$ cat src/hdl/sed_pkg.sv
package sed_pkg;

    localparam int STORE_DEPTH_DEF = 131072;

    localparam int SAMPLE_W   = 16;
    localparam int STORE_W    = 32;
    localparam int GAIN_W     = 13;
    localparam int DELAY_W    = 16;
    localparam int MIX_W      = 10;
    localparam int MODE_W     = 2;
    localparam int WEIGHT_W   = 13;
    localparam int CFG_ADDR_W = 3;
    localparam int CFG_DATA_W = 16;

    localparam logic [CFG_ADDR_W-1:0] CFG_MODE           = 3'd0;
    localparam logic [CFG_ADDR_W-1:0] CFG_STEREO         = 3'd1;
    localparam logic [CFG_ADDR_W-1:0] CFG_MIX            = 3'd2;
    localparam logic [CFG_ADDR_W-1:0] CFG_FEEDBACK_LEFT  = 3'd3;
    localparam logic [CFG_ADDR_W-1:0] CFG_FEEDBACK_RIGHT = 3'd4;
    localparam logic [CFG_ADDR_W-1:0] CFG_CROSS_AMOUNT   = 3'd5;
    localparam logic [CFG_ADDR_W-1:0] CFG_DELAY_LEFT     = 3'd6;
    localparam logic [CFG_ADDR_W-1:0] CFG_DELAY_RIGHT    = 3'd7;

    localparam logic [MODE_W-1:0] MODE_SINGLE   = 2'd0;
    localparam logic [MODE_W-1:0] MODE_STEREO   = 2'd1;
    localparam logic [MODE_W-1:0] MODE_PINGPONG = 2'd2;
    localparam logic [MODE_W-1:0] MODE_BYPASS   = 2'd3;

    localparam logic [MODE_W-1:0]  RST_MODE           = MODE_SINGLE;
    localparam logic               RST_STEREO         = 1'b1;
    localparam logic [MIX_W-1:0]   RST_MIX            = 10'd500;
    localparam logic [GAIN_W-1:0]  RST_FEEDBACK_LEFT  = 13'd2457;
    localparam logic [GAIN_W-1:0]  RST_FEEDBACK_RIGHT = 13'd2457;
    localparam logic [GAIN_W-1:0]  RST_CROSS_AMOUNT   = 13'd1024;
    localparam logic [DELAY_W-1:0] RST_DELAY_LEFT     = 16'd9600;
    localparam logic [DELAY_W-1:0] RST_DELAY_RIGHT    = 16'd9600;

    localparam int MAC_A_W = 34;
    localparam int MAC_B_W = 14;
    localparam int MAC_P_W = MAC_A_W + MAC_B_W;
    localparam int ACC_W   = MAC_P_W + 2;

    localparam int Q_SHIFT = 12;
    localparam int UNITY   = 4096;
    localparam int MIX_MAX = 1000;
    localparam int MIX_MID = 500;

    // mix weight = floor(m * 1024 / 125) as a reciprocal multiply
    localparam int RECIP_SHIFT = 20;
    localparam int RECIP_K     = ((1 << RECIP_SHIFT) * 1024 + 124) / 125;

    localparam int DIV_W = 30;
    localparam int DEN_W = 14;

    typedef struct packed {
        logic en;
        logic accum;
    } mac_op_t;

    typedef enum logic [3:0] {
        S_CLEAR,
        S_IDLE,
        S_WGT,
        S_WGT_RES,
        S_RD,
        S_RD_DATA,
        S_ECHO,
        S_ADD,
        S_MIX,
        S_MIX_RES,
        S_CROSS,
        S_DIV_START,
        S_DIV,
        S_SUM,
        S_WR,
        S_DONE
    } state_t;

    function automatic logic signed [STORE_W-1:0] sat32(input logic signed [ACC_W-1:0] x);
        logic [ACC_W-STORE_W:0] top_bits;
        top_bits = x[ACC_W-1:STORE_W-1];
        if (top_bits == '0 || top_bits == '1)
            return x[STORE_W-1:0];
        else if (x[ACC_W-1])
            return {1'b1, {(STORE_W-1){1'b0}}};
        else
            return {1'b0, {(STORE_W-1){1'b1}}};
    endfunction

    function automatic logic signed [SAMPLE_W-1:0] sat16(input logic signed [ACC_W-1:0] x);
        logic [ACC_W-SAMPLE_W:0] top_bits;
        top_bits = x[ACC_W-1:SAMPLE_W-1];
        if (top_bits == '0 || top_bits == '1)
            return x[SAMPLE_W-1:0];
        else if (x[ACC_W-1])
            return {1'b1, {(SAMPLE_W-1){1'b0}}};
        else
            return {1'b0, {(SAMPLE_W-1){1'b1}}};
    endfunction

endpackage

$ cat src/hdl/sed_div.sv
module sed_div
    import sed_pkg::*;
(
    input  logic                    clk,
    input  logic                    rst_n,
    input  logic                    start,
    input  logic signed [DIV_W-1:0] num,
    input  logic [DEN_W-1:0]        den,
    output logic                    done,
    output logic signed [DIV_W-1:0] quo
);

    localparam int CNT_W = $clog2(DIV_W);

    logic             busy_reg, busy_next;
    logic             done_reg, done_next;
    logic [CNT_W-1:0] cnt_reg, cnt_next;
    logic [DIV_W-1:0] mag_reg, mag_next;
    logic [DEN_W-1:0] rem_reg, rem_next;
    logic [DEN_W-1:0] den_reg, den_next;
    logic             neg_reg, neg_next;
    logic [DEN_W:0]   rem_shift;
    logic [DEN_W:0]   rem_diff;
    logic             fits;

    always_comb
    begin
        rem_shift = {rem_reg, mag_reg[DIV_W-1]};
        rem_diff  = rem_shift - {1'b0, den_reg};
        fits      = rem_shift >= {1'b0, den_reg};
        busy_next = busy_reg;
        done_next = 1'b0;
        cnt_next  = cnt_reg;
        mag_next  = mag_reg;
        rem_next  = rem_reg;
        den_next  = den_reg;
        neg_next  = neg_reg;
        if (start)
        begin
            busy_next = 1'b1;
            cnt_next  = CNT_W'(DIV_W - 1);
            mag_next  = num[DIV_W-1] ? DIV_W'(-num) : DIV_W'(num);
            rem_next  = '0;
            den_next  = den;
            neg_next  = num[DIV_W-1];
        end
        else if (busy_reg)
        begin
            mag_next = {mag_reg[DIV_W-2:0], fits};
            rem_next = fits ? rem_diff[DEN_W-1:0] : rem_shift[DEN_W-1:0];
            cnt_next = cnt_reg - 1'b1;
            if (cnt_reg == '0)
            begin
                busy_next = 1'b0;
                done_next = 1'b1;
            end
        end
    end

    always_ff @(posedge clk or negedge rst_n)
    begin
        if (!rst_n)
        begin
            busy_reg <= 1'b0;
            done_reg <= 1'b0;
            cnt_reg  <= '0;
        end
        else
        begin
            busy_reg <= busy_next;
            done_reg <= done_next;
            cnt_reg  <= cnt_next;
        end
    end

    always_ff @(posedge clk)
    begin
        mag_reg <= mag_next;
        rem_reg <= rem_next;
        den_reg <= den_next;
        neg_reg <= neg_next;
    end

    // truncation toward zero: magnitude quotient, sign restored
    assign quo  = neg_reg ? -$signed(mag_reg) : $signed(mag_reg);
    assign done = done_reg;

endmodule

$ cat config.mk
export PLATFORM = sky130hd
export DESIGN_NAME = sed_div
export DESIGN_NICKNAME = d
export VERILOG_FILES = /design/src/hdl/sed_pkg.sv /design/src/hdl/sed_div.sv
export SDC_FILE = /design/constraint.sdc
export NUM_CORES = 1
export LEC_CHECK = 0
export BUFFER_PORTS_ARGS = -buffer_cell sky130_fd_sc_hd__buf_4
export CAP_MARGIN = 40
export CORE_MARGIN = 2
export CORE_UTILIZATION = 52
export CTS_BUF_LIST = sky130_fd_sc_hd__clkbuf_16
export CTS_CLUSTER_DIAMETER = 100
export CTS_CLUSTER_SIZE = 30
export DETAILED_ROUTE_END_ITERATION = 16
export PLACE_DENSITY = 0.78
export SLEW_MARGIN = 0
export SYNTH_ARGS = -nofsm -noshare
export SYNTH_HDL_FRONTEND = slang
export SYNTH_SLANG_ARGS = --single-unit
$ cat constraint.sdc
create_clock -name clk -period 2.7 [get_ports clk]
set_input_delay 0.405 -clock clk [delete_from_list [all_inputs] [get_ports clk]]
set_output_delay 0.405 -clock clk [all_outputs]
set_load 0.01 [all_outputs]
# Word level (Yosys, flattened, before mapping)

Cells that the tools add are included.

Input port bits: 47
Register bits: 66
Word-level logic and storage cells: 27

Muxes and demuxes: 13
Magnitude comparators: 1
Reductions and logical operators: 2
Add/subtract/negate cells: 4

Operator list:

| operator                                         | number |
|---|---|
| 2-to-1 mux 30 bit                                | 4 |
| negation 30 bit                                  | 2 |
| greater-or-equal comparator 15 x 14 -> 1 bit     | 1 |
| 2-to-1 mux 14 bit                                | 1 |
| subtractor 14 bit                                | 1 |
| 2-to-1 mux 5 bit                                 | 2 |
| 2-to-1 mux 1 bit                                 | 6 |
| logical NOT 5 bit                                | 1 |
| subtractor 5 x 1 -> 5 bit, second input constant | 1 |
| nonzero test 2 bit                               | 1 |

# Depth between registers and ports, before layout

Depth after elaboration: 4
Depth in mapped cells: 10

# Least setup slack after synthesis

Ideal clock, no wire load.

Path type: register -> output
Start point: reg mag_reg[2]
End point: out quo[29]
Setup slack: 0.051 ns
Arrival time: 2.244 ns
Required time: 2.295 ns
Stages on the path, launching flop included: 7
Cell sequence: edfxtp_1 -> or3_4 -> or4_4 -> or2_1 -> or3_4 -> o21a_1 -> xnor2_1

Longest elaborated chain between the ends: 2

RTL lines:

| what                   | line          | source |
|---|---|---|
| from (decl)            | sed_div.sv:18 | `logic [DIV_W-1:0] mag_reg, mag_next;` |
| from (signal assigned) | sed_div.sv:78 | `mag_reg <= mag_next;` |
| negation 30 bit        | sed_div.sv:85 | `assign quo = neg_reg ? -$signed(mag_reg) : $signed(mag_reg);` |
| 2-to-1 mux 30 bit      | sed_div.sv:85 |  |
| to (decl)              | sed_div.sv:10 | `output logic signed [DIV_W-1:0] quo` |

No other way between the ends.

# Worst setup path in the final report

Start point: reg mag_reg[2]
End point: out quo[27]

Same word-level chain as after synthesis.

==> impl_metrics.yaml <==
critical_path:
  r2r_cells: 9
  cpLargestDelayFamily: "simple AND/OR/NAND/NOR gates"
  path_common_cell: "or3_4"
  reg2reg_from: "den_reg[8]"
  slowest_stage: "or4_4"
  crit_type: "flip-flop to output pin"
  cp.required_ps: 2300
  r2r_slack_ps: 110
  worst_ep_arrival_time_ps: 2690
  crit_start: "mag_reg[2]"
  endpoint_kind: "output pin"
  crit_path_max_incr_delay_ps: 440
  critPathMaxFanout: 3
  cp_cell_sequence: "or3_4 > or4_4 > or2_1 > or3_4 > o41ai_4 > xnor2_1 > buf_4"
  r2r_end: "rem_reg[13]"
  crit_buf_inv: 1
  critPathLaunchType: "flip-flop"
pwr:
  power_mw: 4.398
  power_switching_share_pct: 34.56
  power_density_mw_per_mm2: 742.4
  leakage_nw: 2.422
  clkPwrFrac_pct: 27.1
  comb_power_share_pct: 40.6
  internal_power_mw: 2.878
  seq_power_share_pct: 32.3
  p_sw_mw: 1.520
  peakVddDrop_uv: 499.0
worst_hold_path:
  min_from: "den[8]"
  min_to: "den_reg[8]"
  worst_hold_path_type: "input pin to flip-flop"
  hold_path_depth: 1
drt:
  drtIter0Drc: 229
  firstDrtPassIters: 5
  post_drt_wl_per_cell_um: 16.41
  wirelength_um: 11690
  ant_nets: 0
  via_per_inst: 5.895
  via_count: 4197
  drc: 0
finish:
  instances_no_fill: 712
  drive_gt1_share_pct: 25.33
  n_antenna_cell: 0
  final_core_util_pct: 68.27
  area_growth_pct: 28.39
  largest_reg_flops: 30
  final_nets: 666
global_routing:
  grt_use_met1_pct: 31.44
  grt_antenna_before_repair: 0
  grt.busiest_layer: "met2"
  met2_usage_pct: 42.94
  grt_use_total_pct: 24.63
  gr-usage-met3_pct: 3.722
  grt_pass1_vias: 4193
  grt_pass1_wl_um: 19410
  grt_max_degree: 62
  grt_overflow_total: 0
timing:
  finalSetupViolations: 10
  slew_headroom_pct: 56.48
  fin_worst_skew_ps: 7.520
  fin_crit_sh_pct: 114.6
  final.setup.tns_ps: -2393
  tightest_slew_ps: 652.8
  rsz0062_at_grt: "true"
  worst_slack_ps: -394.2
  hold_slack_ps: 247.9
  slew_violations: 0
  hold_viol_final: 0
  fmax_mhz: 323.2
  timing.final.crit_period_ps: 3094
floorplan:
  fp.coreArea_mm2: 0.008678
  fp.dieH_um: 98.20
  io-pin-count: 78
  start_util_pct: 53.17
  die_area_mm2: 0.009643
  rows: 34
  die_width_um: 98.20
logic_synthesis:
  synth-seq-cells: 66
  postSynthAreaPerCell_um2: 9.137
  synth_edf_count: 45
  ys_seq_area_share_pct: 39.15
  ys_async_sr_fraction_pct: 10.61
  synth_top_flop_cell: "edfxtp_1"
  ys_types: 63
  ys_warn_count: 0
  syn_nets: 572
  syn_inst: 505
  syn-cell-area_mm2: 0.004614
clock_tree:
  root_buffer: "clkbuf_16"
  clkSlewWorstSetupHoldPaths_ps: 50
  clockBufferDepth: 2
  cts_tree: "built"
  htreeDepth: 3
  clock_latency_ps: 330
  cts-buffers-inserted: 9
  clock-sinks: 66
flow_run:
  max-cap-violations: 0
placed_design:
  dp_hpwl_um: 8220
  post-place-cells: 692
  gp_congestion: 0.8332
  io_buffers: 77
run_status:
  status: "finished, violations left"
  violations: "negative setup slack"
## stage by stage
step / setup slack (ps) / cell area [um2]
after global placement: -11.68 / 5421
final: -394.2 / 5924
after detailed placement: -56.42 / 5421
after CTS: -373.4 / 5862
after floorplan: 51.01 / 4614
after global routing: -465.7 / 5924
## kinds of logic (layout without fill, tap and decap cells)
family / after synthesis / after routing / synth area share, %
adder cells (fa/ha/maj): 20 / 20 / 5.586
multiplexers: 9 / 9 / 1.979
flip-flops: 66 / 66 / 39.15
XOR/XNOR: 63 / 63 / 11.96
buffers and inverters: 51 / 150 / 4.230
AO/OA/AOI/OAI: 144 / 144 / 20.74
AND/OR/NAND/NOR: 152 / 152 / 16.35
## worst max path at each step
stage,to,cells past startpoint
after floorplan,quo[29],6
after global placement,quo[27],7
after detailed placement,quo[23],7
after CTS,quo[27],7
final,quo[27],7
after global routing,quo[27],7
## power by group through the flow
stage	clock [mW]	combinational [mW]	sequential, mW
finish	1.19	1.79	1.42
CTS	1.20	1.74	1.41
floorplan	0	1.14	1.40
global route	1.25	1.96	1.44
detailed placement	0	1.68	1.43
global placement	0	1.63	1.42
## layer usage
metal | vias up | wire length (um) | share of wire (%)
met2 | 129 | 5902 | 51
met3 | 16 | 552 | 4.7
met4 | 0 | 204 | 1.7
met5 | - | 0 | 0
li1 | 2038 | - | -
met1 | 2014 | 5024 | 43
## cell usage in the layout (no fill, tap or decap), drive strengths merged, types with 5 or more instances in the layout
cell      n
mux2i     8
a21o      5
a211oi    8
nor2     58
xnor2    30
ha       19
a21oi    41
o41ai     9
or3      12
edfxtp   45
o31ai    14
o21a      9
inv      29
a311oi    6
nand3     5
dfrtp     7
xor2     33
nor3      7
dfxtp    14
or4       5
o21ai    29
nand2    34
nor4      7
buf     104
clkbuf   10
## cell usage after synthesis (2+ instances only)
cell type  count  area share, %
nor2_1        58            4.7
edfxtp_1      45             29
a21oi_1       41            4.4
nand2_1       34            2.8
xor2_1        33            6.3
xnor2_1       30            5.7
inv_1         28            2.3
o21ai_0       28            3.0
clkbuf_1      20            1.6
ha_1          19            5.2
dfxtp_1       14            6.1
o31ai_1       14            2.3
or3_1         10            1.4
o21a_1         9            1.5
a211oi_1       8            1.3
mux2i_1        8            1.7
o41ai_1        8            1.5
dfrtp_1        7            3.8
nor3_1         7           0.76
a311oi_1       6            1.1
nor4_1         6           0.81
a21o_1         5           0.81
nand3_1        5           0.54
nand2b_1       4           0.54
nand4_1        4           0.54
or4_1          4           0.65
a31oi_1        3           0.41
nor2b_1        3           0.41
a211o_1        2           0.38
a31o_2         2           0.38
and3_1         2           0.27
and4b_1        2           0.43
nand4b_1       2           0.38
o21bai_1       2           0.33
o22ai_1        2           0.27
o31a_1         2           0.38
or3_4          2           0.49
## what timing repair did
action,CTS,global route
pin swaps,5,8
endpoints found under the hold margin,7,0
hold buffers,1,0
gates resized for setup,25,14
endpoints found under the setup margin,18,21
buffers inserted,5,1
## layout make-up
class / count / area (um2)
multi-input combinational: 388 / 2773
clock buffer: 10 / 250.2
inverter: 29 / 113.9
timing repair buffer: 105 / 790.8
clock inverter: 6 / 55.05
sequential: 66 / 1807
fill: 662 / 2754
tap: 108 / 135.1
(Power assumes the default switching activity.)
