`src/hdl/sed_pkg.sv`:
```
package sed_pkg;

    localparam int STORE_DEPTH_DEF = 131072;

    localparam int SAMPLE_W   = 16;
    localparam int STORE_W    = 32;
    localparam int GAIN_W     = 13;
    localparam int DELAY_W    = 16;
    localparam int MIX_W      = 10;
    localparam int MODE_W     = 2;
    localparam int WEIGHT_W   = 13;
    localparam int CFG_ADDR_W = 3;
    localparam int CFG_DATA_W = 16;

    localparam logic [CFG_ADDR_W-1:0] CFG_MODE           = 3'd0;
    localparam logic [CFG_ADDR_W-1:0] CFG_STEREO         = 3'd1;
    localparam logic [CFG_ADDR_W-1:0] CFG_MIX            = 3'd2;
    localparam logic [CFG_ADDR_W-1:0] CFG_FEEDBACK_LEFT  = 3'd3;
    localparam logic [CFG_ADDR_W-1:0] CFG_FEEDBACK_RIGHT = 3'd4;
    localparam logic [CFG_ADDR_W-1:0] CFG_CROSS_AMOUNT   = 3'd5;
    localparam logic [CFG_ADDR_W-1:0] CFG_DELAY_LEFT     = 3'd6;
    localparam logic [CFG_ADDR_W-1:0] CFG_DELAY_RIGHT    = 3'd7;

    localparam logic [MODE_W-1:0] MODE_SINGLE   = 2'd0;
    localparam logic [MODE_W-1:0] MODE_STEREO   = 2'd1;
    localparam logic [MODE_W-1:0] MODE_PINGPONG = 2'd2;
    localparam logic [MODE_W-1:0] MODE_BYPASS   = 2'd3;

    localparam logic [MODE_W-1:0]  RST_MODE           = MODE_SINGLE;
    localparam logic               RST_STEREO         = 1'b1;
    localparam logic [MIX_W-1:0]   RST_MIX            = 10'd500;
    localparam logic [GAIN_W-1:0]  RST_FEEDBACK_LEFT  = 13'd2457;
    localparam logic [GAIN_W-1:0]  RST_FEEDBACK_RIGHT = 13'd2457;
    localparam logic [GAIN_W-1:0]  RST_CROSS_AMOUNT   = 13'd1024;
    localparam logic [DELAY_W-1:0] RST_DELAY_LEFT     = 16'd9600;
    localparam logic [DELAY_W-1:0] RST_DELAY_RIGHT    = 16'd9600;

    localparam int MAC_A_W = 34;
    localparam int MAC_B_W = 14;
    localparam int MAC_P_W = MAC_A_W + MAC_B_W;
    localparam int ACC_W   = MAC_P_W + 2;

    localparam int Q_SHIFT = 12;
    localparam int UNITY   = 4096;
    localparam int MIX_MAX = 1000;
    localparam int MIX_MID = 500;

    // mix weight = floor(m * 1024 / 125) as a reciprocal multiply
    localparam int RECIP_SHIFT = 20;
    localparam int RECIP_K     = ((1 << RECIP_SHIFT) * 1024 + 124) / 125;

    localparam int DIV_W = 30;
    localparam int DEN_W = 14;

    typedef struct packed {
        logic en;
        logic accum;
    } mac_op_t;

    typedef enum logic [3:0] {
        S_CLEAR,
        S_IDLE,
        S_WGT,
        S_WGT_RES,
        S_RD,
        S_RD_DATA,
        S_ECHO,
        S_ADD,
        S_MIX,
        S_MIX_RES,
        S_CROSS,
        S_DIV_START,
        S_DIV,
        S_SUM,
        S_WR,
        S_DONE
    } state_t;

    function automatic logic signed [STORE_W-1:0] sat32(input logic signed [ACC_W-1:0] x);
        logic [ACC_W-STORE_W:0] top_bits;
        top_bits = x[ACC_W-1:STORE_W-1];
        if (top_bits == '0 || top_bits == '1)
            return x[STORE_W-1:0];
        else if (x[ACC_W-1])
            return {1'b1, {(STORE_W-1){1'b0}}};
        else
            return {1'b0, {(STORE_W-1){1'b1}}};
    endfunction

    function automatic logic signed [SAMPLE_W-1:0] sat16(input logic signed [ACC_W-1:0] x);
        logic [ACC_W-SAMPLE_W:0] top_bits;
        top_bits = x[ACC_W-1:SAMPLE_W-1];
        if (top_bits == '0 || top_bits == '1)
            return x[SAMPLE_W-1:0];
        else if (x[ACC_W-1])
            return {1'b1, {(SAMPLE_W-1){1'b0}}};
        else
            return {1'b0, {(SAMPLE_W-1){1'b1}}};
    endfunction

endpackage

```
`src/hdl/sed_mac.sv`:
```
module sed_mac
    import sed_pkg::*;
(
    input  logic                      clk,
    input  mac_op_t                   op,
    input  logic signed [MAC_A_W-1:0] a,
    input  logic signed [MAC_B_W-1:0] b,
    output logic signed [ACC_W-1:0]   acc
);

    logic signed [MAC_P_W-1:0] prod;
    logic signed [ACC_W-1:0]   acc_reg;
    logic signed [ACC_W-1:0]   acc_next;

    always_comb
    begin
        prod     = a * b;
        acc_next = acc_reg;
        if (op.en)
        begin
            acc_next = (op.accum ? acc_reg : '0) + ACC_W'(prod);
        end
    end

    always_ff @(posedge clk)
    begin
        acc_reg <= acc_next;
    end

    assign acc = acc_reg;

endmodule

```
`config.mk`:
```
export PLATFORM = sky130hd
export DESIGN_NAME = sed_mac
export DESIGN_NICKNAME = d
export VERILOG_FILES = /design/src/hdl/sed_pkg.sv /design/src/hdl/sed_mac.sv
export SDC_FILE = /design/constraint.sdc
export NUM_CORES = 1
export LEC_CHECK = 0
export BUFFER_PORTS_ARGS = -buffer_cell sky130_fd_sc_hd__buf_2
export CORE_ASPECT_RATIO = 1.1
export CORE_MARGIN = 3
export CORE_UTILIZATION = 60
export DETAILED_ROUTE_END_ITERATION = 16
export PLACE_DENSITY = 0.83
export SLEW_MARGIN = 20
export SYNTH_ARGS = -nofsm -noshare
export SYNTH_HDL_FRONTEND = slang
export SYNTH_SLANG_ARGS = --single-unit
export TNS_END_PERCENT = 30
```
`constraint.sdc`:
```
create_clock -name clk -period 14.12 [get_ports clk]
set_input_delay 1.412 -clock clk [delete_from_list [all_inputs] [get_ports clk]]
set_output_delay 1.412 -clock clk [all_outputs]
set_load 0.005 [all_outputs]
```
# Yosys cells after proc, flatten, opt, wreduce, memory -nomap -nowiden

Cells that the tools add are included.
W data, S select, Z words.

$add $sub $neg: 1
Multiplexer cells: 1
Multipliers: 1

Operators with widths:

| cell             | number |
|---|---|
| $add A50 B50 Y50 | 1 |
| $mux W50         | 1 |
| $mul A34 B14 Y48 | 1 |

Word-level logic and storage cells: 4
Output and inout port bits: 50
Bits in registers: 50
Input bits: 51

# Logic depth before layout (Yosys ltp)

Gate-level depths: netlist (run 1).

Depth in word-level cells: 2
Gate-level depth with buffers: 34
Gate-level depth less buffers: 33

# Worst setup path after synthesis (run 1)

No wires, ideal clock.

Path type: input -> register
Start: in b[5]
End: reg acc_reg[49] (netlist: acc[49]), data pin
Path slack: 4.758 ns
Library setup time: 0.258 ns
Buffers on the path: 3
Data arrival time: 9.105 ns
Data required time: 13.862 ns
Stages: 33
Path through: clkbuf_1 -> clkbuf_1 -> nand2_1 -> fa_1 -> fa_1 -> inv_1 -> fa_1 -> fa_1 -> fa_1 -> inv_1 -> fa_1 -> inv_1 -> ha_1 -> a21o_1 -> a21oi_1 -> o21bai_1 -> a311o_1 -> a21oi_1 -> o31ai_1 -> a21o_1 -> a21oi_1 -> xnor2_1 -> ha_1 -> buf_6 -> a21o_1 -> a21oi_2 -> o21bai_2 -> a311o_1 -> a2111oi_2 -> nor2_2 -> a41o_1 -> o41a_1 -> xnor2_1

Word-level cells in the longest chain between the ends: 2

Ends and longest elaborated chain:

| what                 | RTL line      | RTL |
|---|---|---|
| from (decl)          | sed_mac.sv:7  | `input logic signed [MAC_B_W-1:0] b,` |
| $mul A34 B14 Y48     | sed_mac.sv:17 | `prod = a * b;` |
| $add A50 B50 Y50     | sed_mac.sv:21 | `acc_next = (op.accum ? acc_reg : '0) + ACC_W'(prod);` |
| to (signal assigned) | sed_mac.sv:27 | `acc_reg <= acc_next;` |
| to (decl)            | sed_mac.sv:12 | `logic signed [ACC_W-1:0] acc_reg;` |

No other way between the ends.
A chain may end at the register's enable or synchronous reset.

# Worst setup path in the final report (run 1)

Start: in b[8]
End: reg acc_reg[48] (netlist: acc[48]), data pin

Same word-level chain as after synthesis.

==> impl_metrics.csv, run 1 <==
group,metric,value,unit
status,run_status,"completed",
setup_path,critical_path_arrival,10110,ps
clock_tree,cts_buffers,5,
hold_path,hold_end,"acc[0]",
drt,count_of_tritonroute_iterations_in_the_first_routing_pass,6,
hold_path,holdPathStages,2,
drt,route.detailed.drc,0,
timing,timing_hold_violations_final,0,
floorplan,chipHeight,202,um
run,max-cap-violations,0,
place,dp_hpwl,41300,um
clock_tree,clk_latency,300,ps
finish,nFillCells,2814,
clock_tree,ctsLongestPathBuffers,2,
setup_path,cp.required,14180,ps
timing,fin_crit,10050,ps
clock_tree,cts.reportedPaths.clkPinSlew,70,ps
setup_path,r2r_end,"acc[48]",
setup_path,cpPeakStageDelay,650,ps
yosys,postSynth.asyncResetShare,0,%
setup_path,critical_path_start_type,"primary input",
drt,via_count,16500,
grt,globalRoute.totalOverflow,0,
hold_path,hold_path.startpoint,"acc[0]",
yosys,syn_inst,2361,
finish,antenna_cells_inserted,0,
clock_tree,clock-sinks,50,
finish,highest_count_cells_in_the_layout_ignoring_fill_and_taps,"492 x inv_1, 436 x fa_1, 277 x and2_1, 276 x nand2_1, 156 x ha_1",
yosys,synth.lib_cells_used.distinct,74,
grt,grt_first_pass_wirelength,85800,um
finish,most_common_library_cell_in_the_layout_ignoring_fill_and_taps,"inv_1",
clock_tree,ctsHoldBuffers,0,
drt,drt_first_iter_violations,1102,
clock_tree,ctsResizeCount,0,
timing,final_min_period_over_clock_period,71.2,%
grt,number_of_global_route_vias_before_repair,17800,
yosys,synth.ff_latch_count,50,
clock_tree,cts.htree.levels,2,
setup_path,cp_max_stage_cell,"buf_2",
finish,nNetsFinal,3010,
timing,timing.fmax,99.5,MHz
finish,largest_reg_flops,50,
setup_path,r2r-start,"acc[0]",
grt,pin_count_of_the_biggest_net_entering_global_routing,51,
floorplan,die_w,184,um
setup_path,timing.reg2reg.worst_path_depth,12,
timing,drv_slew,0,
floorplan,io-pin-count,101,
drt,vias_per_cell,5.87,
setup_path,ff2ff_setup_slack,10390,ps
yosys,ys_dominant_reg_cell,"edfxtp_1",
grt,grt_antenna_before_repair,2,
setup_path,crit_path_frequent_cell,"fa_1",
timing,timing_worst_slew_pin_value,885,ps
setup_path,worstSetupStartpoint,"b[8]",
clock_tree,post_cts_buffers,0,
hold_path,worstHoldPathType,"reg -> reg",
setup_path,worstPathMaxFanout,34,
timing,clock_skew,6.46,ps
timing,final.setup.tns,0,ps
yosys,synth.avg_cell_area,8.86,um^2
finish,finish.utilization,63.4,%
setup_path,critPathCaptureType,"register",
place,io_buffers,100,
floorplan,row_count,71,
yosys,ys.warnings.count,0,
grt,groute.usage.overall,28.8,%
timing,rsz0062_at_grt,"false",
yosys,synth.cell_area,20900,um^2
yosys,synth_net_count,3004,
drt,routedWlPerCell,18.6,um
setup_path,timing_worst_setup_path_type,"in -> reg",
yosys,synth_seq_area_share,7.18,%
drt,ant_nets,0,
yosys,synth-edff-count,50,
clock_tree,tritoncts,"done",
timing,slew-limit-headroom,41.0,%
place,routabilityCongestion,0.928,
finish,drive_above_1_share,5.36,%
floorplan,start_util,61.0,%
floorplan,die-area,37100,um^2
floorplan,floorplan.core_area,34300,um^2
clock_tree,cell_at_the_root_of_the_clock_tree,"clkbuf_16",
finish,area_growth,3.94,%
drt,finalWirelength,52100,um
timing,setup_violating_endpoint_count_in_the_final_report,0,
## layer usage
layer	global-route usage, %	routed length, um	share of wire (%)
met5	0	34	0.065
met1	35.1	18300	35
met2	51.2	27000	52
met4	12.4	2840	5.5
met3	3.89	3900	7.5
## cells in the mapped netlist (all sizes together) (5+ instances only)
| library cell | number | area [um^2] |
|---|---|---|
| inv | 492 | 1850 |
| fa | 436 | 8730 |
| and2 | 277 | 1730 |
| nand2 | 276 | 1040 |
| ha | 156 | 1950 |
| clkbuf | 99 | 372 |
| a21oi | 84 | 424 |
| nor2 | 70 | 265 |
| o21ai | 58 | 290 |
| xnor2 | 57 | 499 |
| edfxtp | 50 | 1500 |
| a21o | 43 | 323 |
| xor2 | 31 | 272 |
| nand3 | 20 | 100 |
| nand2b | 17 | 106 |
| o21bai | 16 | 124 |
| nor3 | 15 | 75.1 |
| a211oi | 13 | 103 |
| or3 | 11 | 68.8 |
| a31oi | 10 | 62.6 |
| and3 | 9 | 56.3 |
| nand4 | 9 | 56.3 |
| o21a | 9 | 67.6 |
| o211ai | 8 | 60.1 |
| a31o | 6 | 52.6 |
| nor2b | 6 | 37.5 |
| a21boi | 5 | 37.5 |
| nor4 | 5 | 31.3 |
| or2 | 5 | 31.3 |
## cell families after synthesis
group | Yosys count | synth area share, %
adders and majority gates | 592 | 51.1
xor gates and xnor gates | 88 | 3.68
muxes | 1 | 0.0479
and+or+nand+nor | 737 | 17.9
buffers and inverters | 596 | 10.8
AOI/OAI and AO/OA | 297 | 9.38
DFF | 50 | 7.18
## how the worst max path moves through the flow
stage,to,slack [ps],depth (start not counted)
3_3_place_gp,acc[48],4100,31
6_report,acc[48],4070,31
3_5_place_dp,acc[48],3880,31
4_1_cts,acc[48],4200,31
2_1_floorplan,acc[49],4760,33
5_1_grt,acc[48],3740,31
## metrics by stage
| stage | cell area [um^2] | hold slack, ps | cells | worst slack [ps] |
|---|---|---|---|---|
| 2_1_floorplan | 20900 | 678 | 2361 | 4760 |
| 3_5_place_dp | 21600 | 689 | 2798 | 3880 |
| 3_3_place_gp | 21600 | 694 | 2798 | 4100 |
| 4_1_cts | 21700 | 720 | 2806 | 4200 |
| 5_1_grt | 21700 | 776 | 2806 | 3740 |
| 6_report | 21700 | 710 | 2806 | 4070 |
## worst max-delay path, delay by kind of cell
| kind | cells | cell delay (ps) |
|---|---|---|
| XOR/XNOR | 1 | 150 |
| AO/OA/AOI/OAI | 14 | 3310 |
| buffers and inverters | 4 | 820 |
| adder cells (fa/ha/maj) | 8 | 3710 |
| AND/OR/NAND/NOR | 4 | 700 |
## area by class of cell
class | instances | area [um^2] | share of cell area, %
clock buffer | 7 | 133 | 0.610
clock inverter | 1 | 30.0 | 0.138
inverter | 493 | 1850 | 8.51
multi-input combinational | 1715 | 17200 | 78.9
sequential | 50 | 1500 | 6.91
tap | 438 | 548 | 2.52
timing repair buffer | 102 | 515 | 2.37
Power of run 1 is not shown: default switching activity piles up to over one toggle a cycle in this logic, so the estimate is an artifact.
==> run 2, diff against run 1 <==
clock period = 10.4 ns   (was 14.12 ns; I/O delays follow)
==> run 2 against run 1 <==
Final cell count is 0.14% higher. Cell area is 0.13% higher. Die area stayed put. Sequential share of layout area hardly changed. Worst setup slack worse by 3200 ps. Via count is 0.58% lower. Register-to-register slack worse by 3800 ps. Flip-flop and latch count stayed put. Global-route usage is 0.74 points lower. Wire length is 3.8% lower. Count of clock-buffer cells in the layout is 2 lower. Highest routed layer unchanged.
==> impl_metrics.csv, run 2 (same netlist as run 1, synthesis figures left out) <==
group,metric,value,unit
finish,area_growth,4.08,%
timing,finalHoldWorstSlack,727,ps
setup_path,cpPeakStageDelay,570,ps
hold_path,holdPathStages,2,
timing,timing_hold_violations_final,0,
grt,grt_antenna_before_repair,4,
setup_path,timing_worst_setup_path_type,"in -> reg",
drt,routedWlPerCell,17.8,um
grt,grt_first_pass_wirelength,84900,um
clock_tree,ctsHoldBuffers,0,
timing,timing_worst_slew_pin_value,759,ps
clock_tree,ctsLongestPathBuffers,2,
place,routabilityCongestion,0.931,
timing,setup_violating_endpoint_count_in_the_final_report,0,
timing,drv_slew,0,
floorplan,row_count,71,
setup_path,cp_max_stage_cell,"buf_2",
grt,pin_count_of_the_biggest_net_entering_global_routing,51,
grt,number_of_global_route_vias_before_repair,18000,
timing,clock_skew,8.37,ps
drt,route.detailed.drc,0,
finish,drive_above_1_share,5.53,%
setup_path,worstPathMaxFanout,34,
floorplan,floorplan.core_area,34300,um^2
finish,most_common_library_cell_in_the_layout_ignoring_fill_and_taps,"inv_1",
finish,nNetsFinal,3014,
timing,final.setup.tns,0,ps
grt,globalRoute.totalOverflow,0,
clock_tree,ctsResizeCount,0,
clock_tree,cts.htree.levels,2,
timing,timing.fmax,105,MHz
clock_tree,clock-sinks,50,
drt,vias_per_cell,5.83,
setup_path,critical_path_arrival,9610,ps
floorplan,io-pin-count,101,
grt,groute.usage.overall,28.1,%
timing,final_min_period_over_clock_period,92.0,%
clock_tree,tritoncts,"done",
place,place_worst_setup_slack,571,ps
drt,count_of_tritonroute_iterations_in_the_first_routing_pass,6,
drt,ant_nets,0,
finish,largest_reg_flops,50,
setup_path,cp.required,10440,ps
place,dp_hpwl,41400,um
timing,rsz0062_at_grt,"false",
status,run_status,"completed",
drt,finalWirelength,50100,um
floorplan,start_util,61.0,%
floorplan,chipHeight,202,um
clock_tree,cts.reportedPaths.clkPinSlew,70,ps
place,io_buffers,100,
timing,slew-limit-headroom,49.4,%
hold_path,worstHoldPathType,"reg -> reg",
floorplan,die-area,37100,um^2
clock_tree,cell_at_the_root_of_the_clock_tree,"clkbuf_16",
clock_tree,post_cts_buffers,0,
setup_path,timing.reg2reg.worst_path_depth,12,
finish,highest_count_cells_in_the_layout_ignoring_fill_and_taps,"492 x inv_1, 436 x fa_1, 277 x and2_1, 276 x nand2_1, 156 x ha_1",
setup_path,critical_path_start_type,"primary input",
drt,via_count,16400,
clock_tree,cts_buffers,5,
clock_tree,clk_latency,300,ps
run,max-cap-violations,0,
floorplan,die_w,184,um
timing,fin_crit,9570,ps
drt,drt_first_iter_violations,998,
finish,finish.utilization,63.5,%
timing,setup_ws,833,ps
setup_path,critPathCaptureType,"register",
setup_path,crit_path_frequent_cell,"fa_1",
## run 2: changes by cell type in the layout (fill, tap and decap cells not counted)
cell and delta:
buf_4 +4, clkbuf_1 -2, clkinv_1 +1, diode_2 +1
## run 2: through the flow
step	cells	instance area [um^2]
after floorplan	2361	20900
after global placement	2802	21600
after detailed placement	2802	21600
after CTS	2809	21800
after global routing	2809	21800
final	2810	21800
## run 2: worst paths after layout
path               start       to  slack [ps]
hold reg to reg   acc[0]   acc[0]         730
setup / recovery    b[6]  acc[47]         830
setup reg to reg  acc[0]  acc[48]        6620
hold / removal    acc[0]   acc[0]         730
## run 2: critical path: cells and delay by family
family / cells / cell delay [ps]
adder cells (fa/ha/maj): 8 / 3840
AO/OA/AOI/OAI: 12 / 2610
AND/OR/NAND/NOR: 5 / 1140
buffers and inverters: 4 / 740
XOR/XNOR: 2 / 220
## run 2: area by class of cell
class | count | area [um^2]
antenna | 1 | 2.50
timing repair buffer | 106 | 546
multi-input combinational | 1715 | 17200
clock buffer | 5 | 125
fill | 2826 | 12500
sequential | 50 | 1500
inverter | 493 | 1850
clock inverter | 2 | 33.8
tap | 438 | 548
## run 2: metal layers
metal  wire [um]  vias up  track usage (%)  part of all wire, %
met5          36        -                0                0.072
li1            -     7275                -                    -
met3        2980      203             4.10                  5.9
met2       26800      627             51.1                   54
met1       17800     8269             32.9                   36
met4        2420        6             12.1                  4.8
Power of run 2 is left out for the same reason.
